==> config.mk <==
export PLATFORM = sky130hd
export DESIGN_NAME = weekly_switch_schedule_matcher_top_flat
export DESIGN_NICKNAME = d
export VERILOG_FILES = /design/src/rtl/core/wssm_pkg.sv /design/src/rtl/core/wssm_sample_if.sv /design/src/rtl/core/wssm_result_if.sv /design/src/rtl/core/wssm_cfg_if.sv /design/src/rtl/core/weekly_switch_schedule_matcher_top.sv /design/src/rtl/core/wssm_cell.sv /design/src/flat_wrapper.sv
export SDC_FILE = /design/constraint.sdc
export NUM_CORES = 1
export LEC_CHECK = 0
export BUFFER_PORTS_ARGS = -buffer_cell sky130_fd_sc_hd__buf_2
export CORE_AREA = 2 2 179 181
export DETAILED_ROUTE_END_ITERATION = 10
export DIE_AREA = 0 0 181 183
export GPL_TIMING_DRIVEN = 0
export SLEW_MARGIN = 20
export SYNTH_ARGS = -nofsm -noshare
export SYNTH_HDL_FRONTEND = slang
export SYNTH_SLANG_ARGS = --single-unit
==> constraint.sdc <==
create_clock -name i_clk -period 6.5 [get_ports i_clk]
set_input_delay 0.325 -clock i_clk [delete_from_list [all_inputs] [get_ports i_clk]]
set_output_delay 0.325 -clock i_clk [all_outputs]
set_load 0.005 [all_outputs]
==> src/rtl/core/wssm_pkg.sv <==
// shared constants and types for the weekly switch schedule matcher
package wssm_pkg;

    localparam int NUM_ENTRIES = 4;
    localparam int CFG_IDX_W   = $clog2(NUM_ENTRIES + 1);
    localparam int CFG_DATA_W  = 24;

    localparam logic [CFG_IDX_W-1:0] IDX_ONE_SHOT = CFG_IDX_W'(NUM_ENTRIES);

    localparam int EN_BIT     = 23;
    localparam int DAY_HI     = 22;
    localparam int DAY_LO     = 16;
    localparam int ACTION_BIT = 13;
    localparam int HOUR_HI    = 12;
    localparam int HOUR_LO    = 8;
    localparam int MIN_HI     = 7;
    localparam int MIN_LO     = 0;

    localparam logic [11:0] MIN_PER_HOUR = 12'd60;
    localparam logic [5:0]  FIRE_WIN_SEC = 6'd5;
    localparam logic [5:0]  CLEAR_SEC    = 6'd30;

    localparam logic [1:0] CMD_NONE = 2'd0;
    localparam logic [1:0] CMD_ON   = 2'd1;
    localparam logic [1:0] CMD_OFF  = 2'd2;
    localparam logic [1:0] CMD_BAD  = 2'd3;

    typedef struct packed {
        logic                   valid;
        logic [2:0]             weekday;
        logic [4:0]             hour;
        logic [5:0]             minute;
        logic [5:0]             second;
        logic [1:0]             cmd;
        logic                   active;
        logic                   clear;
        logic [NUM_ENTRIES-1:0] retired;
    } t_tok;

    typedef struct packed {
        logic                  entry_we;
        logic                  os_we;
        logic                  os_val;
        logic [CFG_DATA_W-1:0] word;
    } t_cell_cfg;

endpackage

==> src/rtl/core/wssm_sample_if.sv <==
// clock sample channel
interface wssm_sample_if import wssm_pkg::*; ();
    logic       valid;
    logic       ready;
    logic [2:0] weekday;
    logic [4:0] hour;
    logic [5:0] minute;
    logic [5:0] second;

    modport source (output valid, weekday, hour, minute, second, input ready);
    modport sink   (input valid, weekday, hour, minute, second, output ready);
endinterface

==> src/rtl/core/wssm_result_if.sv <==
// result channel
interface wssm_result_if import wssm_pkg::*; ();
    logic                   valid;
    logic                   ready;
    logic [1:0]             switch_command;
    logic                   schedule_active;
    logic                   hour_energy_clear;
    logic [NUM_ENTRIES-1:0] retired_now;

    modport source (output valid, switch_command, schedule_active, hour_energy_clear,
                    retired_now, input ready);
    modport sink   (input valid, switch_command, schedule_active, hour_energy_clear,
                    retired_now, output ready);
endinterface

==> src/rtl/core/wssm_cfg_if.sv <==
// configuration write channel
interface wssm_cfg_if import wssm_pkg::*; ();
    logic                  valid;
    logic                  ready;
    logic [CFG_IDX_W-1:0]  index;
    logic [CFG_DATA_W-1:0] data;

    modport source (output valid, index, data, input ready);
    modport sink   (input valid, index, data, output ready);
endinterface

==> src/rtl/core/weekly_switch_schedule_matcher_top.sv <==
// top level: chain of entry cells that a sample token walks through
// the token is registered once per cell through NUM_ENTRIES cells, sample to result
// throughput: one sample per cycle while the result is taken or the output is empty
// reset: synchronous active low, clears entries, one-shot mask, retired bits and valids
// configuration writes are always ready; entry writes hit the addressed cell, mask all
module weekly_switch_schedule_matcher_top import wssm_pkg::*; (
    input  logic   i_clk,
    input  logic   i_rst_n,
    wssm_sample_if.sink   i_sample,
    wssm_cfg_if.sink      i_cfg,
    wssm_result_if.source o_result
);

    t_tok      w_tok [0:NUM_ENTRIES];
    t_cell_cfg w_cfg [0:NUM_ENTRIES-1];
    logic      adv;
    logic      cfg_xfer;

    assign adv            = !w_tok[NUM_ENTRIES].valid || o_result.ready;
    assign i_sample.ready = adv;
    assign i_cfg.ready    = 1'b1;
    assign cfg_xfer       = i_cfg.valid && i_cfg.ready;

    always_comb begin
        w_tok[0].valid   = i_sample.valid;
        w_tok[0].weekday = i_sample.weekday;
        w_tok[0].hour    = i_sample.hour;
        w_tok[0].minute  = i_sample.minute;
        w_tok[0].second  = i_sample.second;
        w_tok[0].cmd     = CMD_NONE;
        w_tok[0].active  = 1'b0;
        w_tok[0].clear   = (i_sample.minute == 6'd0) && (i_sample.second <= CLEAR_SEC);
        w_tok[0].retired = '0;
    end

    genvar g;
    generate
        for (g = 0; g < NUM_ENTRIES; g++) begin : g_cell
            assign w_cfg[g].entry_we = cfg_xfer && (i_cfg.index == CFG_IDX_W'(g));
            assign w_cfg[g].os_we    = cfg_xfer && (i_cfg.index == IDX_ONE_SHOT);
            assign w_cfg[g].os_val   = i_cfg.data[g];
            assign w_cfg[g].word     = i_cfg.data;

            wssm_cell u_cell (
                .i_clk   (i_clk),
                .i_rst_n (i_rst_n),
                .i_adv   (adv),
                .i_cfg   (w_cfg[g]),
                .i_sel   (NUM_ENTRIES'(1) << g),
                .i_tok   (w_tok[g]),
                .o_tok   (w_tok[g+1])
            );
        end
    endgenerate

    assign o_result.valid             = w_tok[NUM_ENTRIES].valid;
    assign o_result.switch_command    = w_tok[NUM_ENTRIES].cmd;
    assign o_result.schedule_active   = w_tok[NUM_ENTRIES].active;
    assign o_result.hour_energy_clear = w_tok[NUM_ENTRIES].clear;
    assign o_result.retired_now       = w_tok[NUM_ENTRIES].retired;

    a_cmd_legal: assert property (@(posedge i_clk) disable iff (!i_rst_n)
        o_result.valid |-> (o_result.switch_command != CMD_BAD))
        else $error("illegal switch command");

    a_stall_blocks: assert property (@(posedge i_clk) disable iff (!i_rst_n)
        (o_result.valid && !o_result.ready) |-> !i_sample.ready)
        else $error("sample taken while result stalled");

    a_first_cell: assert property (@(posedge i_clk) disable iff (!i_rst_n)
        (i_sample.valid && i_sample.ready) |=> w_tok[1].valid)
        else $error("accepted sample lost at first cell");

    a_drain: assert property (@(posedge i_clk) disable iff (!i_rst_n)
        (o_result.valid && o_result.ready && !w_tok[NUM_ENTRIES-1].valid)
        |=> !o_result.valid)
        else $error("result repeated after transfer");

endmodule

==> src/rtl/core/wssm_cell.sv <==
// one schedule entry cell: holds the entry and updates the passing sample token
module wssm_cell import wssm_pkg::*; (
    input  logic                   i_clk,
    input  logic                   i_rst_n,
    input  logic                   i_adv,
    input  t_cell_cfg              i_cfg,
    input  logic [NUM_ENTRIES-1:0] i_sel,
    input  t_tok                   i_tok,
    output t_tok                   o_tok
);

    logic [CFG_DATA_W-1:0] r_word;
    logic                  r_one_shot;
    logic                  r_retired;
    logic                  n_retired;
    t_tok                  r_tok;
    t_tok                  n_tok;

    logic [7:0]  day_vec;
    logic        live;
    logic        day_ok;
    logic [11:0] now;
    logic [11:0] at;
    logic        fire;
    logic        late;
    logic        retire;

    always_comb begin
        day_vec = {r_word[DAY_HI:DAY_LO], 1'b0};
        live    = !r_retired && r_word[EN_BIT];
        day_ok  = day_vec[i_tok.weekday];
        now     = {7'd0, i_tok.hour} * MIN_PER_HOUR + {6'd0, i_tok.minute};
        at      = {7'd0, r_word[HOUR_HI:HOUR_LO]} * MIN_PER_HOUR
                + {4'd0, r_word[MIN_HI:MIN_LO]};
        fire    = live && day_ok && (now == at) && (i_tok.second <= FIRE_WIN_SEC);
        late    = live && day_ok && (now > at);
        retire  = (fire || late) && r_one_shot;

        n_retired = r_retired;
        n_tok     = r_tok;
        if (i_adv) begin
            n_tok = i_tok;
            if (i_tok.valid) begin
                n_retired      = r_retired | retire;
                n_tok.active   = i_tok.active | live;
                n_tok.retired  = i_tok.retired | (i_sel & {NUM_ENTRIES{retire}});
                if (fire) begin
                    n_tok.cmd = r_word[ACTION_BIT] ? CMD_ON : CMD_OFF;
                end
            end
        end
        if (i_cfg.entry_we) begin
            n_retired = 1'b0;
        end
    end

    always_ff @(posedge i_clk) begin
        if (!i_rst_n) begin
            r_word     <= '0;
            r_one_shot <= 1'b0;
            r_retired  <= 1'b0;
            r_tok      <= '0;
        end else begin
            r_tok     <= n_tok;
            r_retired <= n_retired;
            if (i_cfg.entry_we) begin
                r_word <= i_cfg.word;
            end
            if (i_cfg.os_we) begin
                r_one_shot <= i_cfg.os_val;
            end
        end
    end

    assign o_tok = r_tok;

endmodule
==> src/flat_wrapper.sv <==
// flat-port wrapper written by rule: the top's interface ports become plain ports
module weekly_switch_schedule_matcher_top_flat import wssm_pkg::*;
  (i_clk, i_rst_n, i_sample_valid, i_sample_weekday, i_sample_hour, i_sample_minute, i_sample_second, i_sample_ready, i_cfg_valid, i_cfg_index, i_cfg_data, i_cfg_ready, o_result_valid, o_result_switch_command, o_result_schedule_active, o_result_hour_energy_clear, o_result_retired_now, o_result_ready);
  wssm_sample_if i_sample_i ();
  wssm_cfg_if i_cfg_i ();
  wssm_result_if o_result_i ();
  input  logic i_clk;
  input  logic i_rst_n;
  input wire logic [$bits(i_sample_i.valid)-1:0] i_sample_valid;
  input wire logic [$bits(i_sample_i.weekday)-1:0] i_sample_weekday;
  input wire logic [$bits(i_sample_i.hour)-1:0] i_sample_hour;
  input wire logic [$bits(i_sample_i.minute)-1:0] i_sample_minute;
  input wire logic [$bits(i_sample_i.second)-1:0] i_sample_second;
  output wire logic [$bits(i_sample_i.ready)-1:0] i_sample_ready;
  input wire logic [$bits(i_cfg_i.valid)-1:0] i_cfg_valid;
  input wire logic [$bits(i_cfg_i.index)-1:0] i_cfg_index;
  input wire logic [$bits(i_cfg_i.data)-1:0] i_cfg_data;
  output wire logic [$bits(i_cfg_i.ready)-1:0] i_cfg_ready;
  output wire logic [$bits(o_result_i.valid)-1:0] o_result_valid;
  output wire logic [$bits(o_result_i.switch_command)-1:0] o_result_switch_command;
  output wire logic [$bits(o_result_i.schedule_active)-1:0] o_result_schedule_active;
  output wire logic [$bits(o_result_i.hour_energy_clear)-1:0] o_result_hour_energy_clear;
  output wire logic [$bits(o_result_i.retired_now)-1:0] o_result_retired_now;
  input wire logic [$bits(o_result_i.ready)-1:0] o_result_ready;
  assign i_sample_i.valid = i_sample_valid;
  assign i_sample_i.weekday = i_sample_weekday;
  assign i_sample_i.hour = i_sample_hour;
  assign i_sample_i.minute = i_sample_minute;
  assign i_sample_i.second = i_sample_second;
  assign i_sample_ready = i_sample_i.ready;
  assign i_cfg_i.valid = i_cfg_valid;
  assign i_cfg_i.index = i_cfg_index;
  assign i_cfg_i.data = i_cfg_data;
  assign i_cfg_ready = i_cfg_i.ready;
  assign o_result_valid = o_result_i.valid;
  assign o_result_switch_command = o_result_i.switch_command;
  assign o_result_schedule_active = o_result_i.schedule_active;
  assign o_result_hour_energy_clear = o_result_i.hour_energy_clear;
  assign o_result_retired_now = o_result_i.retired_now;
  assign o_result_i.ready = o_result_ready;
  weekly_switch_schedule_matcher_top u_core (.i_clk(i_clk), .i_rst_n(i_rst_n), .i_sample(i_sample_i), .i_cfg(i_cfg_i), .o_result(o_result_i));
endmodule
# Word level (Yosys, flattened, before mapping)
# Index checks and enable logic that the tools add are counted.
totals:
  reg_bits: 200
  elab_cells: 166
op_classes:
  addsub: 8
  mul: 8
  magnitude_cmp: 13
  eq_ne: 8
  mux: 24
  bitwise: 11
  n_reduce_logical: 50
op_table:
  columns: ["cell", "n"]
  rows:
  - ["5-bit by 4-bit multiplier with 9-bit output (second input constant)", 8]
  - ["11-bit by 6-bit adder with 12-bit output", 4]
  - ["11-bit by 8-bit adder with 12-bit output", 4]
  - ["12-bit equality test", 4]
  - ["12-bit greater-than comparator", 4]
  - ["1-bit logical AND", 30]
  - ["6-bit by 3-bit <= comparator with 1-bit output (second input constant)", 4]
  - ["3-bit by 4-bit less-than comparator with 1-bit output (second input constant)", 4]
  - ["2-bit two-way mux", 8]
  - ["1-bit binary-select mux with 3-bit select", 4]
  - ["3-bit two-way mux", 4]
  - ["4-bit two-way mux", 3]
  - ["2-bit AND reduction", 4]
  - ["2-bit OR reduction", 4]
  - ["1-bit bitwise OR", 7]
  - ["3-bit by 2-bit equality test with 1-bit output (second input constant)", 2]
  - ["6-bit by 5-bit <= comparator with 1-bit output (second input constant)", 1]
  - ["6-bit logical NOT", 1]
  - ["1-bit logical NOT", 5]
  - ["1-bit logical OR", 5]
  - ["1-bit two-way mux", 5]
  - ["4-bit by 2-bit bitwise OR with 4-bit output", 1]
  - ["4-bit by 3-bit bitwise OR with 4-bit output", 1]
  - ["4-bit bitwise OR", 1]
  - ["4 further kinds", 4]

# Longest topological paths before layout
# Gate-level depths: netlist (run 1).
depth:
  word_depth: 9
  mapped_depth: 18
  mapped_depth_nobuf: 18

# Cells and area by module
# From an unflattened synthesis (run 1), not the netlist that was laid out.
hier_totals:
  cells_unflattened: 1638
  hier_area_um2: 15887.7
modules_own_cells:
  columns: ["module", "instances", "cells_per_inst", "area_per_inst_um2"]
  rows:
  - ["wssm_cell (u_core.g_cell[2].u_cell)", 1, 407, 3981.3]
  - ["wssm_cell (u_core.g_cell[1].u_cell)", 1, 406, 3933.8]
  - ["wssm_cell (u_core.g_cell[3].u_cell)", 1, 405, 3933.8]
  - ["wssm_cell (u_core.g_cell[0].u_cell)", 1, 406, 3931.3]
  - ["weekly_switch_schedule_matcher_top", 1, 14, 107.6]

# Least setup slack after synthesis (run 1)
# No wires, ideal clock.
synth_path:
  kind: "reg-to-reg"
  start: "reg u_core.g_cell[2].u_cell.r_word[8]"
  end: "reg u_core.g_cell[2].u_cell.r_tok, in the netlist u_core.g_cell[2].u_cell.o_tok[7]"
  setup_time_ps: 91
  arrival_ps: 4471
  required_ps: 6409
  setup_slack_ps: 1939
  path_stages_with_launch: 16
  path_buffers: 0
  path_cell_list: "dfxtp_1 fa_1 fa_1 fa_1 ha_1 nand2_1 o21ai_0 nor4_1 nor4b_1 xnor2_1 ha_1 nand4_1 or3_4 a2111oi_4 nor3_1 a311oi_1"
synth_between:
  elab_chain_len: 7
synth_lines:
  columns: ["item", "line_no", "rtl"]
  rows:
  - ["start, declared", "wssm_cell.sv:12", "logic [CFG_DATA_W-1:0] r_word;"]
  - ["start signal, assigned", "wssm_cell.sv:67", "r_word <= i_cfg.word;"]
  - ["5-bit by 4-bit multiplier with 9-bit output", "wssm_cell.sv:33", "at = {7'd0, r_word[HOUR_HI:HOUR_LO]} * MIN_PER_HOUR"]
  - ["11-bit by 8-bit adder with 12-bit output", "wssm_cell.sv:34", "+ {4'd0, r_word[MIN_HI:MIN_LO]};"]
  - ["12-bit equality test", "wssm_cell.sv:35", "fire = live && day_ok && (now == at) && (i_tok.second <= FIRE_WIN_SEC);"]
  - ["1-bit logical AND (2 in series)", "wssm_cell.sv:35", null]
  - ["2-bit two-way mux", "wssm_cell.sv:47", "if (fire) begin"]
  - ["3-bit two-way mux", "wssm_cell.sv:43", "if (i_tok.valid) begin"]
  - ["end signal, assigned", "wssm_cell.sv:64", "r_tok <= n_tok;"]
  - ["end, declared", "wssm_cell.sv:16", "t_tok r_tok;"]
# No other way between the ends.
# A chain may end at the register's enable or synchronous reset.

# Worst setup path in the final report (run 1)
layout_path:
  start: "reg u_core.g_cell[3].u_cell.r_word[11]"
  end: "reg u_core.g_cell[3].u_cell.r_tok, in the netlist u_core.g_cell[3].u_cell.o_tok[7]"
layout_between:
  elab_chain_len: 7
layout_lines:
  columns: ["item", "line_no"]
  rows:
  - ["start, declared", "wssm_cell.sv:12"]
  - ["start signal, assigned", "wssm_cell.sv:67"]
  - ["5-bit by 4-bit multiplier with 9-bit output", "wssm_cell.sv:33"]
  - ["11-bit by 8-bit adder with 12-bit output", "wssm_cell.sv:34"]
  - ["12-bit equality test", "wssm_cell.sv:35"]
  - ["1-bit logical AND (2 in series)", "wssm_cell.sv:35"]
  - ["2-bit two-way mux", "wssm_cell.sv:47"]
  - ["3-bit two-way mux", "wssm_cell.sv:43"]
  - ["end signal, assigned", "wssm_cell.sv:64"]
  - ["end, declared", "wssm_cell.sv:16"]
# No other way between the ends.

==> qor.yml, run 1 <==
timing:
  hold_viol_final: 0
  relSlewSlack_pct: 42.5
  fin_setup_tns_ps: 0
  setup_viol: 0
  worstMarginPinSlew_ps: 861
  period_needed_ps: 5290
  rsz0062_at_grt: "false"
  slew_violations: 0
  max_freq_mhz: 189
  fin_skew_ps: 8.44
  fin_crit_sh_pct: 81.3
  fin_ws_ps: 1210
global_routing:
  grt_max_degree: 20
  gr-total-overflow: 0
  grt_pass1_vias: 11333
  grt_pass1_wl_um: 58900
  antenna_found_initial: 2
  grtUsageTotal_pct: 22.5
synth:
  ys_types: 64
  syn_area_mm2: 0.0139
  syn_avg_cell_area_um2: 8.14
  synth_area_leader_cell: "dfxtp_1"
  synthArstFlopShare_pct: 0
  synth_ff_type: "dfxtp_1"
  yosysWarnings: 0
  synth_top_cell_area_share_pct: 26.4
  synthCells: 1707
  synth_area_leaders: "dfxtp_1 (26%), ha_1 (17%), nand2_1 (9.5%), fa_1 (9.2%), a21oi_1 (7.4%)"
  syn_nets: 2007
  synth_edf_count: 0
  ys_seq_area_share_pct: 26.4
  ys_ff_latch: 183
run_status:
  run_status: "finished, final reports clean"
critical_path:
  crit_buf_inv: 2
  crit_family: "adder cells"
  crit_type: "register to register"
  path_cells: "inv_1 -> fa_1 -> fa_1 -> inv_1 -> ha_1 -> o21a_1 -> a21oi_1 -> ha_1 -> nor4_1 -> nor4b_1 -> xnor2_1 -> ha_1 -> nand4_1 -> nor3_1 -> nor4b_2 -> nor3_1 -> a311oi_1"
  critPathArrivalTime_ps: 5630
  crit_start: "u_core.g_cell[3].u_cell.r_word[11]"
  crit_fanout: 5
  required_ps: 6840
  crit_path_top_delay_cell: "nor4b_2"
  startpoint_type: "register"
  slowest_delay_ps: 520
  crit_top_cell: "ha_1"
  rr_startpoint: "u_core.g_cell[3].u_cell.r_word[11]"
  worst_setup_path_end_kind: "register"
placed_design:
  dpl_worst_slack_ps: 1330
  dpl.hpwl_um: 30100
  gp_congestion: 0.856
  io_buffers: 58
  place_area_mm2: 0.0147
die:
  die_x_um: 181
  die_h_um: 183
  row_count: 65
  floorplan.initialDensity_pct: 44.5
  pin_count: 63
  core_area_mm2: 0.0312
  die-area_mm2: 0.0331
finish:
  areaGrowthSynthToFinish_pct: 10.3
  multi_input_area_mm2: 0.00936
  ff_latch_area_mm2: 0.00366
  fin_nets: 2084
  utilization_pct: 49.1
  fillers: 3111
  drive_gt1_share_pct: 6.23
  final_cell_area_mm2: 0.0153
drt:
  first_pass_iters: 6
  first_iter_violations: 703
  final_antenna_net_count: 0
  drcViolationCount: 0
  routed_wl_um: 37100
  post_drt_wl_per_cell_um: 16.8
  vias: 11784
  vias_per_cell: 5.35
clock_network:
  cts-root-buf: "clkbuf_16"
  clkTransAtPathRegs_ps: 70
  clk_latency_ps: 440
  cts_hold_buf: 0
  postCtsSetupBuffers: 0
  h-tree-depth: 4
  cts_sinks: 183
  ctsResizeCount: 0
  cts_buffer_depth: 2
  numCtsBuffers: 17
  cts_tree: "done"
worst_hold_path:
  hold_path_class: "input port to register"
  hp-start: "i_sample_second[3]"
power:
  power.total_mw: 3.04
  powerDensity_mw_per_mm2: 198
  ir_drop_v: 0.000167
  p_leak_nw: 6.66
flow_run:
  cap_violations: 0
kinds of logic (layout without fill, tap and decap cells):
logic type / Yosys count / count (layout) / synth area share (%)
AND/OR/NAND/NOR: 596 / 596 / 19.6
AO/OA/AOI/OAI: 367 / 367 / 16.2
adder cells (fa/ha/maj): 248 / 248 / 25.8
buffers and inverters: 232 / 322 / 6.32
flip-flops: 183 / 183 / 26.4
XOR/XNOR: 62 / 62 / 3.91
multiplexers: 18 / 18 / 1.74
other: 1 / 3 / 0.0270
routing by layer:
metal  up-vias  share of wire [%]  global-route usage [%]
li1       5982                  -                       -
met1      5564                 44                    27.8
met2       189                 50                    41.1
met3        49                3.1                    3.00
met4         0                2.3                    6.76
met5         -                  0                       0
stage by stage:
| step | hold WS [ps] | std cells |
|---|---|---|
| 4_1_cts | 147 | 2199 |
| 5_1_grt | 164 | 2199 |
| 3_3_place_gp | 436 | 2167 |
| 2_1_floorplan | 428 | 1707 |
| 3_5_place_dp | 442 | 2167 |
| 6_report | 157 | 2201 |
registers in the layout, indices dropped and copies added (netlist names):
signal	cells
u_core.g_cell.u_cell.o_tok	87
u_core.g_cell.u_cell.r_one_shot	4
u_core.g_cell.u_cell.r_retired	4
u_core.g_cell.u_cell.r_word	88
final timing paths:
path	slack, ps	endpoint	depth (start not counted)
max reg2reg	1210	u_core.g_cell[3].u_cell.o_tok[7]	17
min	160	u_core.g_cell[0].u_cell.o_tok[11]	3
min reg2reg	460	u_core.g_cell[3].u_cell.o_tok[2]	2
max	1210	u_core.g_cell[3].u_cell.o_tok[7]	17
area by class of cell:
class	count	share of cell area, %
Buffer	61	1.54
Clock inverter	15	1.35
Inverter	171	4.19
Sequential cell	183	23.9
Clock buffer	17	2.77
Antenna cell	2	0.0326
Multi-Input combinational cell	1292	61.0
Tap cell	402	3.28
Timing Repair Buffer	58	1.89
tightest hold or removal path, delay by kind of cell:
| family | cells | cell delay [ps] |
|---|---|---|
| compound gates | 1 | 50 |
| buf+inv | 1 | 110 |
| simple gates | 1 | 50 |
power by group:
part,switching (mW),leakage [nW],internal [mW]
Sequential,0.0336,1.49,1.15
Clock,0.503,0.305,0.593
Combinational,0.445,4.87,0.319
Total,0.982,6.66,2.06
layout by cell type, fill, tap and decap left out, types with 43 or more instances in the layout:
| master | n |
|---|---|
| ha_1 | 184 |
| clkbuf_1 | 55 |
| fa_1 | 64 |
| nand2_1 | 353 |
| nor2_1 | 61 |
| inv_1 | 169 |
| dfxtp_1 | 183 |
| a21oi_1 | 205 |
| buf_2 | 61 |
| xnor2_1 | 43 |
cell usage after synthesis (all sizes together) (8+ instances only):
library cell	n
nand2	353
a21oi	205
ha	184
dfxtp	183
inv	169
fa	64
nor2	61
clkbuf	55
xnor2	43
o21ai	41
nand3	31
nor2b	28
nor3	23
nand4	19
xor2	19
o21a	16
a211oi	15
a21o	14
and3	12
a2111oi	11
mux2i	11
nor4	11
a221oi	9
and3b	9
o2111ai	9
o211ai	9
a211o	8
nand2b	8
nor3b	8
o31ai	8
(Power assumes the default switching activity.)
==> inputs of run 2 (changes only) <==
- ABC_AREA: unset -> 1
- clock period: 6.5 -> 5 ns (I/O delays scaled with it)
==> qor.yml, run 2 <==
timing:
  max_freq_mhz: 218
  worstMarginPinSlew_ps: 693
  relSlewSlack_pct: 53.8
  setup_viol: 0
  fin_setup_tns_ps: 0
  fin_crit_sh_pct: 91.6
  holdWs_ps: 91.9
  period_needed_ps: 4580
  fin_skew_ps: 13.1
  slew_violations: 0
  fin_ws_ps: 418
  hold_viol_final: 0
critical_path:
  reg2reg_slack_ps: 420
  reg2reg_to: "u_core.g_cell[1].u_cell.o_tok[7]"
  r2r_cells: 24
  startpoint_type: "register"
  required_ps: 5300
  worst_setup_path_end_kind: "register"
  rr_startpoint: "u_core.g_cell[1].u_cell.r_word[9]"
  critPathArrivalTime_ps: 4890
  crit_type: "register to register"
  crit_fanout: 5
power:
  intPower_mw: 2.65
  power.total_mw: 4.02
  power_switching_mw: 1.37
  p_comb_share_pct: 29.5
  netSwitchingFraction_pct: 34.2
  powerDensity_mw_per_mm2: 262
  clkPwrFrac_pct: 31.9
  p_seq_share_pct: 38.6
  p_leak_nw: 7.83
  ir_drop_v: 0.000243
flow_run:
  cap_violations: 0
die:
  die_x_um: 181
  core_area_mm2: 0.0312
  pin_count: 63
  die_h_um: 183
  row_count: 65
  floorplan.initialDensity_pct: 44.5
  die-area_mm2: 0.0331
finish:
  regMostFlops: "u_core.g_cell.u_cell.r_word"
  multi_input_area_mm2: 0.00887
  antenna_cells: 0
  mostFrequentLayoutCells: "inv_1 (303), nand2_1 (261), ha_1 (183), nor2_1 (180), dfxtp_1 (177)"
  largest_reg_flops: 88
  ff_latch_area_mm2: 0.00367
  drive_gt1_share_pct: 8.64
  areaGrowthSynthToFinish_pct: 10.3
  utilization_pct: 49.1
  fin_nets: 2232
  final_common_cell: "inv_1"
  final_cell_area_mm2: 0.0153
  fillers: 3170
  layout.cells.non_filler: 2346
drt:
  first_pass_iters: 5
  first_iter_violations: 737
  routed_wl_um: 36400
  vias_per_cell: 5.10
  vias: 11967
  final_antenna_net_count: 0
  post_drt_wl_per_cell_um: 15.5
  drcViolationCount: 0
clock_network:
  cts_tree: "done"
  cts_sinks: 183
  clkTransAtPathRegs_ps: 70
  cts_buffer_depth: 2
  clk_latency_ps: 450
  h-tree-depth: 4
  cts-root-buf: "clkbuf_16"
  numCtsBuffers: 17
global_routing:
  grt_pass1_wl_um: 58500
  antenna_found_initial: 2
  grtUsageTotal_pct: 22.4
  gr-total-overflow: 0
  grt_max_degree: 17
  grt_pass1_vias: 11572
worst_hold_path:
  hold_path_class: "input port to register"
  hp-start: "i_sample_second[2]"
  holdPathEnd: "u_core.g_cell[0].u_cell.o_tok[10]"
  min_path_cells: 3
synth:
  synth_top_cell_area_share_pct: 26.3
  synthCells: 1853
  synth_area_leaders: "dfxtp_1 (26%), ha_1 (17%), fa_1 (9.2%), inv_1 (8.3%), nand2_1 (7.0%)"
  synthArstFlopShare_pct: 0
  syn_nets: 2153
  synth_area_leader_cell: "dfxtp_1"
  synth_ff_type: "dfxtp_1"
  ys_seq_area_share_pct: 26.3
  synth_edf_count: 0
  syn_area_mm2: 0.0139
  ys_ff_latch: 183
  syn_avg_cell_area_um2: 7.50
  ys_top_cells_by_count: "inv_1 (307), nand2_1 (261), nor2_1 (186)"
  synth.most_common_cell: "inv_1"
  ys_types: 40
  yosysWarnings: 0
placed_design:
  place_area_mm2: 0.0147
  io_buffers: 58
  gp_congestion: 0.899
  dp.cells: 2313
  dpl_worst_slack_ps: 60.4
  dpl.hpwl_um: 29400
run_status:
  run_status: "finished, final reports clean"
==> run 2: logic make-up after synthesis <==
family                     synth area share (%)
adders and majority gates                  25.8
and+or+nand+nor                            17.7
xor gates and xnor gates                   4.82
other                                    0.0270
buffers and inverters                      10.3
DFF                                        26.3
AOI/OAI and AO/OA                          14.9
==> run 2: worst max path at each step <==
| stage | depth (start not counted) | slack (ps) | startpoint | to |
|---|---|---|---|---|
| global route | 24 | -4 | u_core.g_cell[0].u_cell.r_word[9] | u_core.g_cell[0].u_cell.o_tok[0] |
| global placement | 24 | 120 | u_core.g_cell[0].u_cell.r_word[11] | u_core.g_cell[0].u_cell.o_tok[0] |
| detailed placement | 24 | 60 | u_core.g_cell[0].u_cell.r_word[11] | u_core.g_cell[0].u_cell.o_tok[0] |
| CTS | 24 | 20 | u_core.g_cell[0].u_cell.r_word[11] | u_core.g_cell[0].u_cell.o_tok[0] |
| finish | 24 | 420 | u_core.g_cell[1].u_cell.r_word[9] | u_core.g_cell[1].u_cell.o_tok[7] |
| floorplan | 24 | 680 | u_core.g_cell[1].u_cell.r_word[11] | u_core.g_cell[1].u_cell.o_tok[7] |
==> run 2: what timing repair did <==
action | 4_1_cts | 5_1_grt
hold buffers | 0 | 0
setup buffers | 0 | 2
endpoints found under the setup margin | 0 | 16
gates resized for setup | 0 | 27
==> run 2: final cells by class <==
class | count | share of cell area [%]
clock inverter | 11 | 0.588
multi-input combinational | 1300 | 57.8
tap | 402 | 3.28
sequential | 183 | 24.0
timing repair buffer | 60 | 1.99
clock buffer | 20 | 2.98
buffer | 54 | 1.63
inverter | 316 | 7.74
==> run 2: metal layers <==
layer	share of wire (%)	vias up	track usage, %
met2	48	245	38.7
met4	2.6	0	7.06
met1	44	5554	28.7
li1	-	6115	-
met3	5.1	53	3.59
met5	0	-	0
==> run 2: worst max-delay path, stage by stage, from the launching register on <==
cell and delay [ps]:
dfxtp_1 380, inv_1 100, fa_1 500, fa_1 510
inv_1 40, ha_1 350, a21o_1 210, a31oi_1 170
xor2_1 160, inv_1 50, ha_1 320, a21oi_2 190
inv_1 50, nand3_1 100, inv_1 50, nand2_1 50
nand2_1 50, ha_1 270, nand2_1 70, nor2_2 180
nand3_2 150, nor2_2 180, nand4_1 140, nand3_1 110
a21oi_1 60
==> run 2: power groups by stage <==
stage	Combinational (mW)	Sequential [mW]	Clock, mW
final	1.18	1.55	1.28
after global routing	1.38	1.56	1.34
after CTS	1.18	1.55	1.28
after detailed placement	1.17	1.59	0
after global placement	1.14	1.58	0
after floorplan	0.894	1.57	0
==> inputs of run 3 (changes only) <==
- ABC_AREA: 1 -> unset
- SKIP_LAST_GASP: unset -> 1
==> qor.yml, run 3 (same netlist as run 1, synthesis figures left out) <==
critical_path:
  crit_path_top_delay_cell: "fa_2"
  critPathArrivalTime_ps: 5210
  reg2reg_to: "u_core.g_cell[1].u_cell.o_tok[6]"
  startpoint_type: "register"
  rr_startpoint: "u_core.g_cell[1].u_cell.r_word[9]"
  path_cells: "fa_2 -> fa_2 -> fa_2 -> ha_4 -> nand2_4 -> o21ai_4 -> nor4_4 -> nor4b_4 -> nand3b_1 -> ha_4 -> nand4_1 -> or3_4 -> a2111oi_4 -> buf_4 -> nor3_1 -> a211oi_1"
  reg2reg_slack_ps: 160
  crit_fanout: 4
  slowest_delay_ps: 620
  r2r_cells: 16
  required_ps: 5360
  crit_type: "register to register"
  crit_top_cell: "fa_2"
  worst_setup_path_end_kind: "register"
drt:
  met3_length_um: 1310
  vias_per_cell: 5.36
  first_pass_iters: 5
  routed_wl_um: 37600
  wl_met2_um: 19000
  post_drt_wl_per_cell_um: 17.0
  first_iter_violations: 709
  vias: 11888
  final_antenna_net_count: 0
  drcViolationCount: 0
  m1WireLength_um: 16500
  route.top_layer_used: "met4"
worst_hold_path:
  holdPathEnd: "u_core.g_cell[0].u_cell.o_tok[12]"
  hp-start: "i_sample_second[4]"
  min_path_cells: 3
  hold_path_class: "input port to register"
die:
  die_h_um: 183
  core_area_mm2: 0.0312
  die-area_mm2: 0.0331
  pin_count: 63
  die_x_um: 181
  floorplan.initialDensity_pct: 44.5
  row_count: 65
finish:
  areaGrowthSynthToFinish_pct: 12.7
  largest_reg_flops: 88
  fillers: 3071
  regMostFlops: "u_core.g_cell.u_cell.r_word"
  mostFrequentLayoutCells: "nand2_1 (352), a21oi_1 (204), ha_1 (178), dfxtp_1 (166), inv_1 (163)"
  final_cell_area_mm2: 0.0157
  drive_gt1_share_pct: 9.55
  utilization_pct: 50.2
  final_common_cell: "nand2_1"
  fin_nets: 2099
placed_design:
  gp_congestion: 0.856
  place_area_mm2: 0.0147
  io_buffers: 58
  dpl.hpwl_um: 30100
timing:
  max_freq_mhz: 206
  fin_skew_ps: 9.35
  fin_crit_sh_pct: 96.9
  fin_setup_tns_ps: 0
  hold_viol_final: 0
  holdWs_ps: 74.0
  worstMarginPinSlew_ps: 928
  setup_viol: 0
  slew_violations: 0
  period_needed_ps: 4840
  relSlewSlack_pct: 38.0
  rsz0062_at_grt: "true"
clock_network:
  cts_buffer_depth: 2
  clk_latency_ps: 440
  cts_tree: "done"
  clkTransAtPathRegs_ps: 80
  cts-root-buf: "clkbuf_16"
  numCtsBuffers: 17
  cts_sinks: 183
  h-tree-depth: 4
global_routing:
  grt_max_degree: 20
  gr-total-overflow: 0
  grt_pass1_wl_um: 59100
  grtUsageTotal_pct: 22.6
  grt_pass1_vias: 11356
  antenna_found_initial: 2
power:
  powerDensity_mw_per_mm2: 255
  ir_drop_v: 0.000221
  power.total_mw: 3.99
  p_leak_nw: 6.77
flow_run:
  cap_violations: 0
run_status:
  run_status: "finished, final reports clean"
==> run 3: cell types whose count changed in the layout (fill, tap and decap cells not counted), moves of 18 or more <==
cell / change
inv_1: -140
xor2_1: -18
nor3_1: +19
clkbuf_1: +23
nor2b_1: +28
nor2_1: -119
a21oi_1: +31
o21ai_0: -126
nand2_1: +91
nand3_1: -42
==> run 3: timing repair <==
item	4_1_cts	5_1_grt
pin swaps	1	27
gates cloned	0	0
hold buffers	0	0
endpoints found under the setup margin	7	11
buffers inserted	0	15
gates resized for setup	10	57
==> run 3: power by group <==
part           switching (mW)  leakage [nW]  internal [mW]  total (mW)
Clock                   0.658         0.305          0.770        1.43
Combinational           0.592          4.97          0.433        1.03
Sequential             0.0432          1.50           1.49        1.54
Total                    1.29          6.77           2.70        3.99
==> run 3: layout make-up <==
| class | count | area, µm² | share of cell area [%] |
|---|---|---|---|
| Multi-Input combinational cell | 1292 | 9540 | 60.9 |
| Sequential cell | 183 | 3710 | 23.7 |
| Inverter | 171 | 642 | 4.10 |
| Tap cell | 402 | 503 | 3.21 |
| Clock buffer | 17 | 425 | 2.72 |
| Timing Repair Buffer | 73 | 403 | 2.57 |
| Buffer | 61 | 236 | 1.51 |
| Clock inverter | 15 | 208 | 1.33 |
| Antenna cell | 2 | 5.00 | 0.0319 |
==> run 3: worst max path at each step <==
stage	start	to	slack (ps)	cells past startpoint
after floorplan	u_core.g_cell[2].u_cell.r_word[8]	u_core.g_cell[2].u_cell.o_tok[7]	440	15
after CTS	u_core.g_cell[2].u_cell.r_word[11]	u_core.g_cell[2].u_cell.o_tok[7]	6	17
after detailed placement	u_core.g_cell[0].u_cell.o_tok[23]	u_core.g_cell[1].u_cell.o_tok[7]	-170	16
after global routing	u_core.g_cell[1].u_cell.r_word[9]	u_core.g_cell[1].u_cell.o_tok[6]	-70	17
after global placement	u_core.g_cell[0].u_cell.o_tok[23]	u_core.g_cell[1].u_cell.o_tok[7]	-70	16
final	u_core.g_cell[1].u_cell.r_word[9]	u_core.g_cell[1].u_cell.o_tok[6]	160	16
==> run 3: stage by stage <==
step | setup WS (ps) | std cells
after detailed placement | -171 | 2167
after CTS | 6.12 | 2199
after global placement | -67.7 | 2167
after floorplan | 439 | 1707
after global routing | -68.3 | 2214
final | 155 | 2216
==> run 3: per-layer routing <==
| metal | vias up | track usage [%] |
|---|---|---|
| met2 | 216 | 41.3 |
| li1 | 5998 | - |
| met4 | 0 | 6.44 |
| met5 | - | 0 |
| met3 | 42 | 2.96 |
| met1 | 5632 | 27.8 |
==> run 3: critical path, delay by kind of cell (launching register included) <==
family	cells	cell delay (ps)
buffers and inverters	1	170
DFF	1	360
and+or+nand+nor	7	1250
adders and majority gates	5	2220
AOI/OAI and AO/OA	3	770
